**src/rtl/fsum_pkg.sv**
```systemverilog
// Shared constants and types for the packet checksum trailer block.
package fsum_pkg;

    localparam int SYNC_BYTES  = 4;
    localparam int PRIM_OFFSET = 10;

    localparam int POS_W   = 16;
    localparam int BYTE_W  = 8;
    localparam int WSUM_W  = 16;
    localparam int TRL_BEATS = 4;
    localparam int TRL_CNT_W = $clog2(TRL_BEATS + 1);

    localparam logic [POS_W-1:0]  POS_MAX  = {POS_W{1'b1}};
    localparam logic [POS_W-1:0]  SYNC_POS = POS_W'(SYNC_BYTES);
    localparam logic [POS_W-1:0]  PRIM_POS = POS_W'(PRIM_OFFSET);
    localparam logic [BYTE_W:0]   MOD_BASE = 9'd255;

    // Checksum bytes captured with the final data byte
    typedef struct packed {
        logic [BYTE_W-1:0] simple;
        logic [BYTE_W-1:0] fletcher;
        logic [WSUM_W-1:0] wrapping;
    } trl_t;

endpackage

```
**src/rtl/fsum_accum.sv**
```systemverilog
// Running simple, Fletcher and wrapping sums with the byte position counter.
module fsum_accum (
    input  logic                          aclk,
    input  logic                          aresetn,
    input  logic                          accept,
    input  logic [fsum_pkg::BYTE_W-1:0]   data_byte,
    input  logic                          last_byte,
    output fsum_pkg::trl_t                trl
);

    logic [fsum_pkg::POS_W-1:0]  pos_reg,      pos_next;
    logic [fsum_pkg::BYTE_W-1:0] simple_reg,   simple_next;
    logic [fsum_pkg::BYTE_W-1:0] fletcher_reg, fletcher_next;
    logic [fsum_pkg::WSUM_W-1:0] wrap_reg,     wrap_next;

    logic [fsum_pkg::POS_W-1:0]  pos_p1, pos_p2;
    logic [fsum_pkg::BYTE_W-1:0] s_upd, f_upd;
    logic [fsum_pkg::WSUM_W-1:0] w_upd, w_fin;

    function automatic logic [fsum_pkg::BYTE_W-1:0] mod255_add(
        input logic [fsum_pkg::BYTE_W-1:0] a,
        input logic [fsum_pkg::BYTE_W-1:0] b
    );
        logic [fsum_pkg::BYTE_W:0] sum;
        sum = {1'b0, a} + {1'b0, b};
        if (sum >= fsum_pkg::MOD_BASE) begin
            sum = sum - fsum_pkg::MOD_BASE;
        end
        return sum[fsum_pkg::BYTE_W-1:0];
    endfunction

    function automatic logic [fsum_pkg::POS_W-1:0] sat_inc(
        input logic [fsum_pkg::POS_W-1:0] p
    );
        return (p == fsum_pkg::POS_MAX) ? p : p + 1'b1;
    endfunction

    always_comb begin
        pos_p1 = sat_inc(pos_reg);
        pos_p2 = sat_inc(pos_p1);

        s_upd = simple_reg;
        f_upd = fletcher_reg;
        if (pos_reg >= fsum_pkg::PRIM_POS) begin
            s_upd = mod255_add(simple_reg, data_byte);
            f_upd = mod255_add(fletcher_reg, s_upd);
        end

        w_upd = wrap_reg;
        if (pos_reg >= fsum_pkg::SYNC_POS) begin
            w_upd = wrap_reg + fsum_pkg::WSUM_W'(data_byte);
        end

        // Fletcher trailer bytes sit at the two offsets after the final byte
        w_fin = w_upd;
        if (pos_p1 >= fsum_pkg::SYNC_POS) begin
            w_fin = w_fin + fsum_pkg::WSUM_W'(s_upd);
        end
        if (pos_p2 >= fsum_pkg::SYNC_POS) begin
            w_fin = w_fin + fsum_pkg::WSUM_W'(f_upd);
        end

        trl.simple   = s_upd;
        trl.fletcher = f_upd;
        trl.wrapping = w_fin;

        pos_next      = pos_reg;
        simple_next   = simple_reg;
        fletcher_next = fletcher_reg;
        wrap_next     = wrap_reg;
        if (accept) begin
            if (last_byte) begin
                pos_next      = '0;
                simple_next   = '0;
                fletcher_next = '0;
                wrap_next     = '0;
            end else begin
                pos_next      = pos_p1;
                simple_next   = s_upd;
                fletcher_next = f_upd;
                wrap_next     = w_upd;
            end
        end
    end

    always_ff @(posedge aclk) begin
        if (!aresetn) begin
            pos_reg      <= '0;
            simple_reg   <= '0;
            fletcher_reg <= '0;
            wrap_reg     <= '0;
        end else begin
            pos_reg      <= pos_next;
            simple_reg   <= simple_next;
            fletcher_reg <= fletcher_next;
            wrap_reg     <= wrap_next;
        end
    end

    a_simple_range: assert property (@(posedge aclk) disable iff (!aresetn)
        simple_reg != 8'hFF && fletcher_reg != 8'hFF)
        else $error("mod-255 sum left its range");

    a_clear_after_last: assert property (@(posedge aclk) disable iff (!aresetn)
        accept && last_byte |=> pos_reg == '0 && wrap_reg == '0 && simple_reg == '0)
        else $error("sums not cleared after final byte");

endmodule

```
**src/rtl/fsum_out.sv**
```systemverilog
// Output register and trailer sequencer for pass-through and checksum beats.
module fsum_out (
    input  logic                          aclk,
    input  logic                          aresetn,
    input  logic                          s_valid,
    output logic                          s_ready,
    input  logic [fsum_pkg::BYTE_W-1:0]   data_byte,
    input  logic                          last_byte,
    input  fsum_pkg::trl_t                trl,
    output logic                          m_valid,
    input  logic                          m_ready,
    output logic [fsum_pkg::BYTE_W-1:0]   m_out_byte,
    output logic                          m_is_trailer,
    output logic                          m_end_of_packet
);

    localparam int SHIFT_W = fsum_pkg::TRL_BEATS * fsum_pkg::BYTE_W;

    logic                              valid_reg,   valid_next;
    logic [fsum_pkg::BYTE_W-1:0]       byte_reg,    byte_next;
    logic                              trailer_reg, trailer_next;
    logic                              eop_reg,     eop_next;
    logic [fsum_pkg::TRL_CNT_W-1:0]    left_reg,    left_next;
    logic [SHIFT_W-1:0]                shift_reg,   shift_next;
    logic                              slot_free;
    logic                              accept;

    assign slot_free = !valid_reg || m_ready;
    assign s_ready   = slot_free && (left_reg == '0);
    assign accept    = s_valid && s_ready;

    always_comb begin
        valid_next   = valid_reg;
        byte_next    = byte_reg;
        trailer_next = trailer_reg;
        eop_next     = eop_reg;
        left_next    = left_reg;
        shift_next   = shift_reg;
        if (accept) begin
            valid_next   = 1'b1;
            byte_next    = data_byte;
            trailer_next = 1'b0;
            eop_next     = 1'b0;
            if (last_byte) begin
                left_next  = fsum_pkg::TRL_CNT_W'(fsum_pkg::TRL_BEATS);
                shift_next = {trl.simple, trl.fletcher, trl.wrapping};
            end
        end else if (left_reg != '0 && slot_free) begin
            // Advance one checksum beat
            valid_next   = 1'b1;
            byte_next    = shift_reg[SHIFT_W-1 -: fsum_pkg::BYTE_W];
            trailer_next = 1'b1;
            eop_next     = (left_reg == fsum_pkg::TRL_CNT_W'(1));
            left_next    = left_reg - 1'b1;
            shift_next   = {shift_reg[SHIFT_W-fsum_pkg::BYTE_W-1:0],
                            {fsum_pkg::BYTE_W{1'b0}}};
        end else if (m_ready) begin
            valid_next = 1'b0;
        end
    end

    always_ff @(posedge aclk) begin
        if (!aresetn) begin
            valid_reg <= 1'b0;
            left_reg  <= '0;
        end else begin
            valid_reg <= valid_next;
            left_reg  <= left_next;
        end
        byte_reg    <= byte_next;
        trailer_reg <= trailer_next;
        eop_reg     <= eop_next;
        shift_reg   <= shift_next;
    end

    assign m_valid         = valid_reg;
    assign m_out_byte      = byte_reg;
    assign m_is_trailer    = trailer_reg;
    assign m_end_of_packet = eop_reg;

    a_eop_is_trailer: assert property (@(posedge aclk) disable iff (!aresetn)
        valid_reg && eop_reg |-> trailer_reg && left_reg == '0)
        else $error("end of packet outside the trailer");

    a_trailer_pending: assert property (@(posedge aclk) disable iff (!aresetn)
        valid_reg && trailer_reg && !eop_reg |-> left_reg != '0)
        else $error("trailer ended before its last beat");

    a_last_starts_trailer: assert property (@(posedge aclk) disable iff (!aresetn)
        accept && last_byte |=> left_reg == fsum_pkg::TRL_CNT_W'(fsum_pkg::TRL_BEATS)
                               && valid_reg && !trailer_reg)
        else $error("final byte did not start the trailer");

endmodule

```
**src/rtl/packet_fletcher_sum_trailer.sv**
```systemverilog
// Packet checksum trailer generator: top level.
// Bytes pass through the output register one per cycle while the output is
// not stalled and no trailer is going out; a byte is taken in the same cycle
// that the previous beat leaves. After the beat flagged last, four checksum
// beats follow (simple, Fletcher, wrapping sum high, wrapping sum low) and the
// input is held off until those four beats have gone out. The output register
// sets the rate: one beat per cycle on the result side while m_ready is high.
module packet_fletcher_sum_trailer (
    input  logic                          aclk,
    input  logic                          aresetn,
    input  logic                          s_valid,
    output logic                          s_ready,
    input  logic [fsum_pkg::BYTE_W-1:0]   s_data_byte,
    input  logic                          s_last_byte,
    output logic                          m_valid,
    input  logic                          m_ready,
    output logic [fsum_pkg::BYTE_W-1:0]   m_out_byte,
    output logic                          m_is_trailer,
    output logic                          m_end_of_packet
);

    fsum_pkg::trl_t trl;
    logic           accept;

    assign accept = s_valid && s_ready;

    fsum_accum u_accum (
        .aclk      (aclk),
        .aresetn   (aresetn),
        .accept    (accept),
        .data_byte (s_data_byte),
        .last_byte (s_last_byte),
        .trl       (trl)
    );

    fsum_out u_out (
        .aclk            (aclk),
        .aresetn         (aresetn),
        .s_valid         (s_valid),
        .s_ready         (s_ready),
        .data_byte       (s_data_byte),
        .last_byte       (s_last_byte),
        .trl             (trl),
        .m_valid         (m_valid),
        .m_ready         (m_ready),
        .m_out_byte      (m_out_byte),
        .m_is_trailer    (m_is_trailer),
        .m_end_of_packet (m_end_of_packet)
    );

endmodule

```
**config.mk**
```make
export PLATFORM = sky130hd
export DESIGN_NAME = packet_fletcher_sum_trailer
export DESIGN_NICKNAME = d
export VERILOG_FILES = /design/src/rtl/fsum_pkg.sv /design/src/rtl/fsum_accum.sv /design/src/rtl/fsum_out.sv /design/src/rtl/packet_fletcher_sum_trailer.sv
export SDC_FILE = /design/constraint.sdc
export NUM_CORES = 1
export LEC_CHECK = 0
export BUFFER_PORTS_ARGS = -buffer_cell sky130_fd_sc_hd__buf_2
export CAP_MARGIN = 40
export CORE_ASPECT_RATIO = 1.1
export CORE_MARGIN = 1.5
export CORE_UTILIZATION = 58
export CTS_CLUSTER_SIZE = 25
export DETAILED_ROUTE_END_ITERATION = 8
export MAX_ROUTING_LAYER = met4
export PLACE_DENSITY = 0.81
export SYNTH_ARGS = -nofsm -noshare
export SYNTH_HDL_FRONTEND = slang
export SYNTH_SLANG_ARGS = --single-unit
```
**constraint.sdc**
```tcl
create_clock -name aclk -period 8.5 [get_ports aclk]
set_input_delay 1.7 -clock aclk [delete_from_list [all_inputs] [get_ports aclk]]
set_output_delay 1.7 -clock aclk [all_outputs]
set_load 0.005 [all_outputs]
```
==> flow_summary.json, run 1 <==
{
  "status": "finished, final reports clean",
  "max_freq_mhz": 122.8,
  "holdWs_ns": 0.4392,
  "timing.critical_path.from_type": "primary input",
  "grt_use_met1_pct": 34.86,
  "clk_path_buf_depth": 2,
  "hold_violations": 0,
  "num_rows": 44,
  "p_leak_nw": 3.254,
  "p_per_area_mw_per_mm2": 180.8,
  "drv_slew": 0,
  "crit_required_ns": 8.73,
  "min_period_over_period_pct": 95.80,
  "start_util_pct": 59.06,
  "area_growth_pct": 8.197,
  "min_path_cells": 2,
  "num_vias": 6847,
  "yosysWarnings": 0,
  "cpPeakStageDelay_ns": 0.50,
  "busiest_layer": "met2",
  "cp-end-kind": "flip-flop",
  "overflow": 0,
  "met2_usage_pct": 51.33,
  "first_pass_iters": 7,
  "clk_pin_slew_ns": 0.07,
  "finalSetupViolCount": 0,
  "cts-resized-gates": 0,
  "fill_cells": 1138,
  "drive_gt1_share_pct": 11.55,
  "syn_inst": 925,
  "setup_ws_ns": 0.3574,
  "antenna_left": 0,
  "syn_area_mm2": 0.007739,
  "maxCapViolCount": 0,
  "crit_family": "compound AO/OA/AOI/OAI gates",
  "synthTopCellsByArea": "edfxtp_1, dfxtp_1, ha_1, nand2_1, xnor2_1",
  "arrival_ns": 8.37,
  "drcViolationCount": 0,
  "gr-usage-all-layers_pct": 29.97,
  "io_pins": 25,
  "io_buffer_count": 24,
  "nets": 994,
  "drt_wl_total_um": 20080,
  "synth_top_area_share_pct": 15.52,
  "fin_skew_ns": 0.008262,
  "muxShareOfSynthArea_pct": 3.994,
  "dr.first_iter.drc_count": 552,
  "synthTopCellsByCount": "nand2_1, nor2_1, dfxtp_1",
  "antenna_found_initial": 0,
  "yosysUniqueCellTypes": 90,
  "finalCriticalPeriod_ns": 8.143,
  "ir_worst_vdd_mv": 0.2800,
  "critPathMaxFanout": 6,
  "cts_tree": "yes",
  "tightestPinTransition_ns": 0.8606,
  "grt_pass1_wl_um": 32100,
  "crit_cells": 30,
  "cts_buffers": 9,
  "antenna_cells": 0,
  "cts_setup_buffers": 0,
  "chipHeight_um": 124.1,
  "synth_top_cell_by_area": "edfxtp_1",
  "seqCellArea_mm2": 0.002282,
  "grt_pass1_vias": 6444,
  "routedWlPerCell_um": 18.32,
  "synth_top_family_by_area": "simple AND/OR/NAND/NOR gates",
  "synth_xor_xnor_area_share_pct": 8.682,
  "critPathBufInv": 2,
  "cts_root_buf": "clkbuf_16",
  "synth-adder-area-share_pct": 8.634,
  "synth_edf_count": 40,
  "largest_reg_flops": 32,
  "clk_latency_ns": 0.36,
  "synth-async-reset-ratio_pct": 0,
  "synth_most_common_cell": "nand2_1",
  "min_path_type": "reg -> reg",
  "synth_seq_area_share_pct": 29.49,
  "viasPerCell": 6.247,
  "synth_compound_area_share_pct": 19.81,
  "core_area_mm2": 0.01310,
  "slowest_stage": "or3b_2",
  "ys.flop_type": "dfxtp_1",
  "die_w_um": 113.1,
  "synthSimpleGateAreaFrac_pct": 24.88,
  "htree_levels": 3,
  "gp_congestion": 1.026,
  "ctsHoldBuffers": 0,
  "worst-r2r-cell-count": 29,
  "syn_area_per_cell_um2": 8.366,
  "met3_usage_pct": 4.088,
  "relSlewSlack_pct": 42.37,
  "cts.sinks": 94,
  "critical_path_class": "in -> reg",
  "fp.dieArea_mm2": 0.01405,
  "ys_ff_latch": 94,
  "grt_max_degree": 77,
  "synth_fp_nets": 989,
  "hpwlAfterDp_um": 14460,
  "multi_input_area_mm2": 0.005149,
  "place_ws_ns": 0.07603
}
-- kinds of logic (layout without fill, tap and decap cells) --
| kind of cell | count (synthesis) | in the layout |
|---|---|---|
| xor+xnor | 75 | 75 |
| flops | 94 | 94 |
| simple gates | 373 | 373 |
| buf+inv | 82 | 92 |
| mux | 28 | 28 |
| fa+ha+maj | 51 | 51 |
| compound gates | 222 | 222 |
-- report_power, final --
group	internal [W]	switching, W
clock	0.000268	0.000192
sequential	0.000633	0.0000394
combinational	0.000119	0.000262
total	0.00102	0.000494
-- final timing paths --
check                                           start  slack [ns]             endpoint
worst max register to register  u_accum.simple_reg[0]        1.46  u_out.shift_reg[15]
worst min-delay path               u_out.m_is_trailer        0.44   u_out.m_is_trailer
worst max-delay path                   s_data_byte[0]        0.36  u_out.shift_reg[15]
worst min register to register     u_out.m_is_trailer        0.44   u_out.m_is_trailer
-- placed cells by master, fill, tap and decap left out, types with 12 or more instances in the layout --
| cell | netlist | final |
|---|---|---|
| nand2_1 | 123 | 122 |
| nor2_1 | 71 | 70 |
| dfxtp_1 | 54 | 54 |
| xnor2_1 | 49 | 49 |
| o21ai_0 | 49 | 48 |
| ha_1 | 47 | 46 |
| nor2b_1 | 45 | 44 |
| a21oi_1 | 42 | 42 |
| edfxtp_1 | 40 | 40 |
| inv_1 | 35 | 35 |
| a22oi_1 | 30 | 30 |
| nand3_1 | 27 | 27 |
| buf_2 | 9 | 24 |
| xor2_1 | 24 | 23 |
| nor3_1 | 21 | 21 |
| and2_1 | 16 | 16 |
| mux2i_1 | 16 | 16 |
| buf_4 | 3 | 15 |
| nand4_1 | 12 | 12 |
-- per-stage QoR --
stage / power, W / util (%) / instance area [µm²] / instances / TNS (ns)
global placement: 0.001037 / 60.75 / 7960 / 1078 / 0
detailed placement: 0.001058 / 61.12 / 8008 / 1080 / 0
finish: 0.001514 / 63.90 / 8373 / 1096 / 0
global route: 0.001586 / 63.90 / 8373 / 1096 / -0.03407
CTS: 0.001517 / 63.63 / 8337 / 1096 / 0
floorplan: 0.0009117 / - / 7739 / 925 / 0
-- metal layers --
layer  vias up  wire length (µm)
li1       3329                 -
met1      3236              8515
met2       226              9615
met3        56              1076
met4         0               868
met5         -                 0
-- tightest hold or removal path: cells and delay by family, from the launching register on --
| kind | cells | cell delay, ns |
|---|---|---|
| simple gates | 2 | 0.09 |
| flops | 1 | 0.31 |
-- final cells by class --
class	count	share of cell area, %
tap	161	2.406
multi-input combinational	749	61.49
timing repair buffer	41	3.347
clock inverter	6	1.076
sequential	94	27.26
inverter	35	1.569
clock buffer	10	2.854
Power figures use the tool's default switching activity.
==> run 2: changes to the inputs <==
CORE_UTILIZATION = 64   (was 58)
CTS_CLUSTER_DIAMETER = 80   (was unset)
PLACE_DENSITY = 0.85   (was 0.81)
clock period = 8 ns   (was 8.5 ns; I/O delays follow)
==> run 2 against run 1 <==
Against the previous run: sequential power increased by 5.7%; cell area increased by 1.6%; critical path type unchanged; flip-flop and latch count unchanged; critical endpoint is now u_out.shift_reg[12]; routed wire length increased by 0.24%.
==> flow_summary.json, run 2 (synthesis results as in run 1) <==
{
  "cts_tree": "yes",
  "io_buffer_count": 24,
  "overflow": 0,
  "htree_levels": 3,
  "p_int_w": 0.001018,
  "max_freq_mhz": 127.0,
  "area_growth_pct": 9.911,
  "routedWlPerCell_um": 18.20,
  "met2_usage_pct": 52.03,
  "power_frac_seq_pct": 45.7,
  "cpPeakStageDelay_ns": 0.40,
  "ctsHoldBuffers": 0,
  "hold_violations": 0,
  "core_area_mm2": 0.01164,
  "busiest_layer": "met2",
  "gp_congestion": 0.9453,
  "pwr-share-clk_pct": 28.0,
  "maxCapViolCount": 0,
  "r2r-start": "u_accum.simple_reg[0]",
  "status": "finished, final reports clean",
  "fin_skew_ns": 0.01044,
  "power_w": 0.001553,
  "cp-end-kind": "flip-flop",
  "switchingPower_w": 0.0005353,
  "cts.sinks": 94,
  "antenna_found_initial": 0,
  "dr.first_iter.drc_count": 496,
  "timing.critical_path.from_type": "primary input",
  "ff2ff_setup_slack_ns": 1.14,
  "holdWs_ns": 0.4639,
  "io_pins": 25,
  "die_w_um": 107.8,
  "final_cell_mix": "nand2_1, nor2_1, dfxtp_1, xnor2_1",
  "clk_latency_ns": 0.36,
  "rsz0062_at_grt": "true",
  "met3_usage_pct": 4.026,
  "crit_required_ns": 8.10,
  "place_inst": 1086,
  "drt_wl_total_um": 20120,
  "chipHeight_um": 118.3,
  "placed_area_mm2": 0.008089,
  "fin_cells": 1106,
  "antenna_cells": 0,
  "ir_worst_vdd_mv": 0.2885,
  "cts_root_buf": "clkbuf_16",
  "hpwlAfterDp_um": 14300,
  "p_sw_share_pct": 34.46,
  "final_common_cell": "nand2_1",
  "antenna_left": 0,
  "grt_pass1_vias": 6669,
  "viasPerCell": 6.405,
  "finalCriticalPeriod_ns": 7.872,
  "tightestPinTransition_ns": 0.8472,
  "clk_pin_slew_ns": 0.08,
  "min_path_type": "reg -> reg",
  "drv_slew": 0,
  "grt_max_degree": 61,
  "critical_path_class": "in -> reg",
  "cp-startpoint": "s_data_byte[0]",
  "p_leak_nw": 3.336,
  "comb_power_share_pct": 26.3,
  "finalSetupViolCount": 0,
  "utilization_pct": 73.04,
  "num_vias": 7084,
  "hold_path.startpoint": "u_out.m_is_trailer",
  "min_period_over_period_pct": 98.40,
  "crit_top_cell": "ha_1",
  "final_area_mm2": 0.008506,
  "p_per_area_mw_per_mm2": 182.6,
  "nets": 1015,
  "relSlewSlack_pct": 43.35,
  "first_pass_iters": 5,
  "fp.dieArea_mm2": 0.01276,
  "cts_buffers": 9,
  "drive_gt1_share_pct": 14.54,
  "clk_path_buf_depth": 2,
  "slowest_stage": "fa_1",
  "arrival_ns": 7.97,
  "grt_pass1_wl_um": 31890,
  "drcViolationCount": 0,
  "num_rows": 41,
  "gr-usage-all-layers_pct": 32.74,
  "critPathMaxFanout": 6,
  "start_util_pct": 66.46,
  "largest_reg_flops": 32,
  "grt_use_met1_pct": 39.36
}
-- run 2: cell count changes in the layout (fill, tap and decap cells not counted), sizes merged --
cell      change
buf          +21
inv           +2
clkbuf        -1
clkinvlp      +1
bufinv        -2
-- run 2: per-stage QoR --
stage | setup TNS [ns] | worst slack [ns]
floorplan | 0 | 0.1069
global placement | -0.2874 | -0.1050
detailed placement | -4.293 | -0.4384
CTS | 0 | 0.05553
global route | -0.5993 | -0.09272
finish | 0 | 0.1276
-- run 2: timing repair --
action | CTS | global route
pin swaps | 0 | 5
endpoints found under the setup margin | 4 | 13
buffers inserted | 0 | 4
resized for setup | 4 | 17
-- run 2: final cells by class --
type	count	area, µm²
clock buffers	9	225.2
clock inverters	7	72.57
fillers	868	3139
inverters	35	131.4
multi-input cells	749	5189
flip-flops and latches	94	2282
well taps	150	187.7
repair buffers	62	417.9
-- run 2: final timing paths --
check | cells past startpoint | end
max reg2reg | 29 | u_out.shift_reg[12]
min | 2 | u_out.m_is_trailer
max | 30 | u_out.shift_reg[12]
min reg2reg | 2 | u_out.m_is_trailer
-- run 2: power by group through the flow --
stage          clock, W  sequential (W)  combinational, W
2_1_floorplan         0        0.000712          0.000256
3_3_place_gp          0        0.000715          0.000385
3_5_place_dp          0        0.000720          0.000398
4_1_cts        0.000440        0.000709          0.000399
5_1_grt        0.000458        0.000722          0.000451
6_report       0.000435        0.000710          0.000409
-- run 2: worst max-delay path: cells and delay by family --
kind	cells	cell delay (ns)
XOR/XNOR	3	0.52
AO/OA/AOI/OAI	14	3.15
buffers and inverters	3	0.39
AND/OR/NAND/NOR	5	0.91
adder cells (fa/ha/maj)	5	1.40
-- run 2: per-layer routing --
layer  up-vias  routed length, µm
met5         -                  0
met4         0               1176
met3        82               1251
met2       298               9501
met1      3331               8194
li1       3373                  -
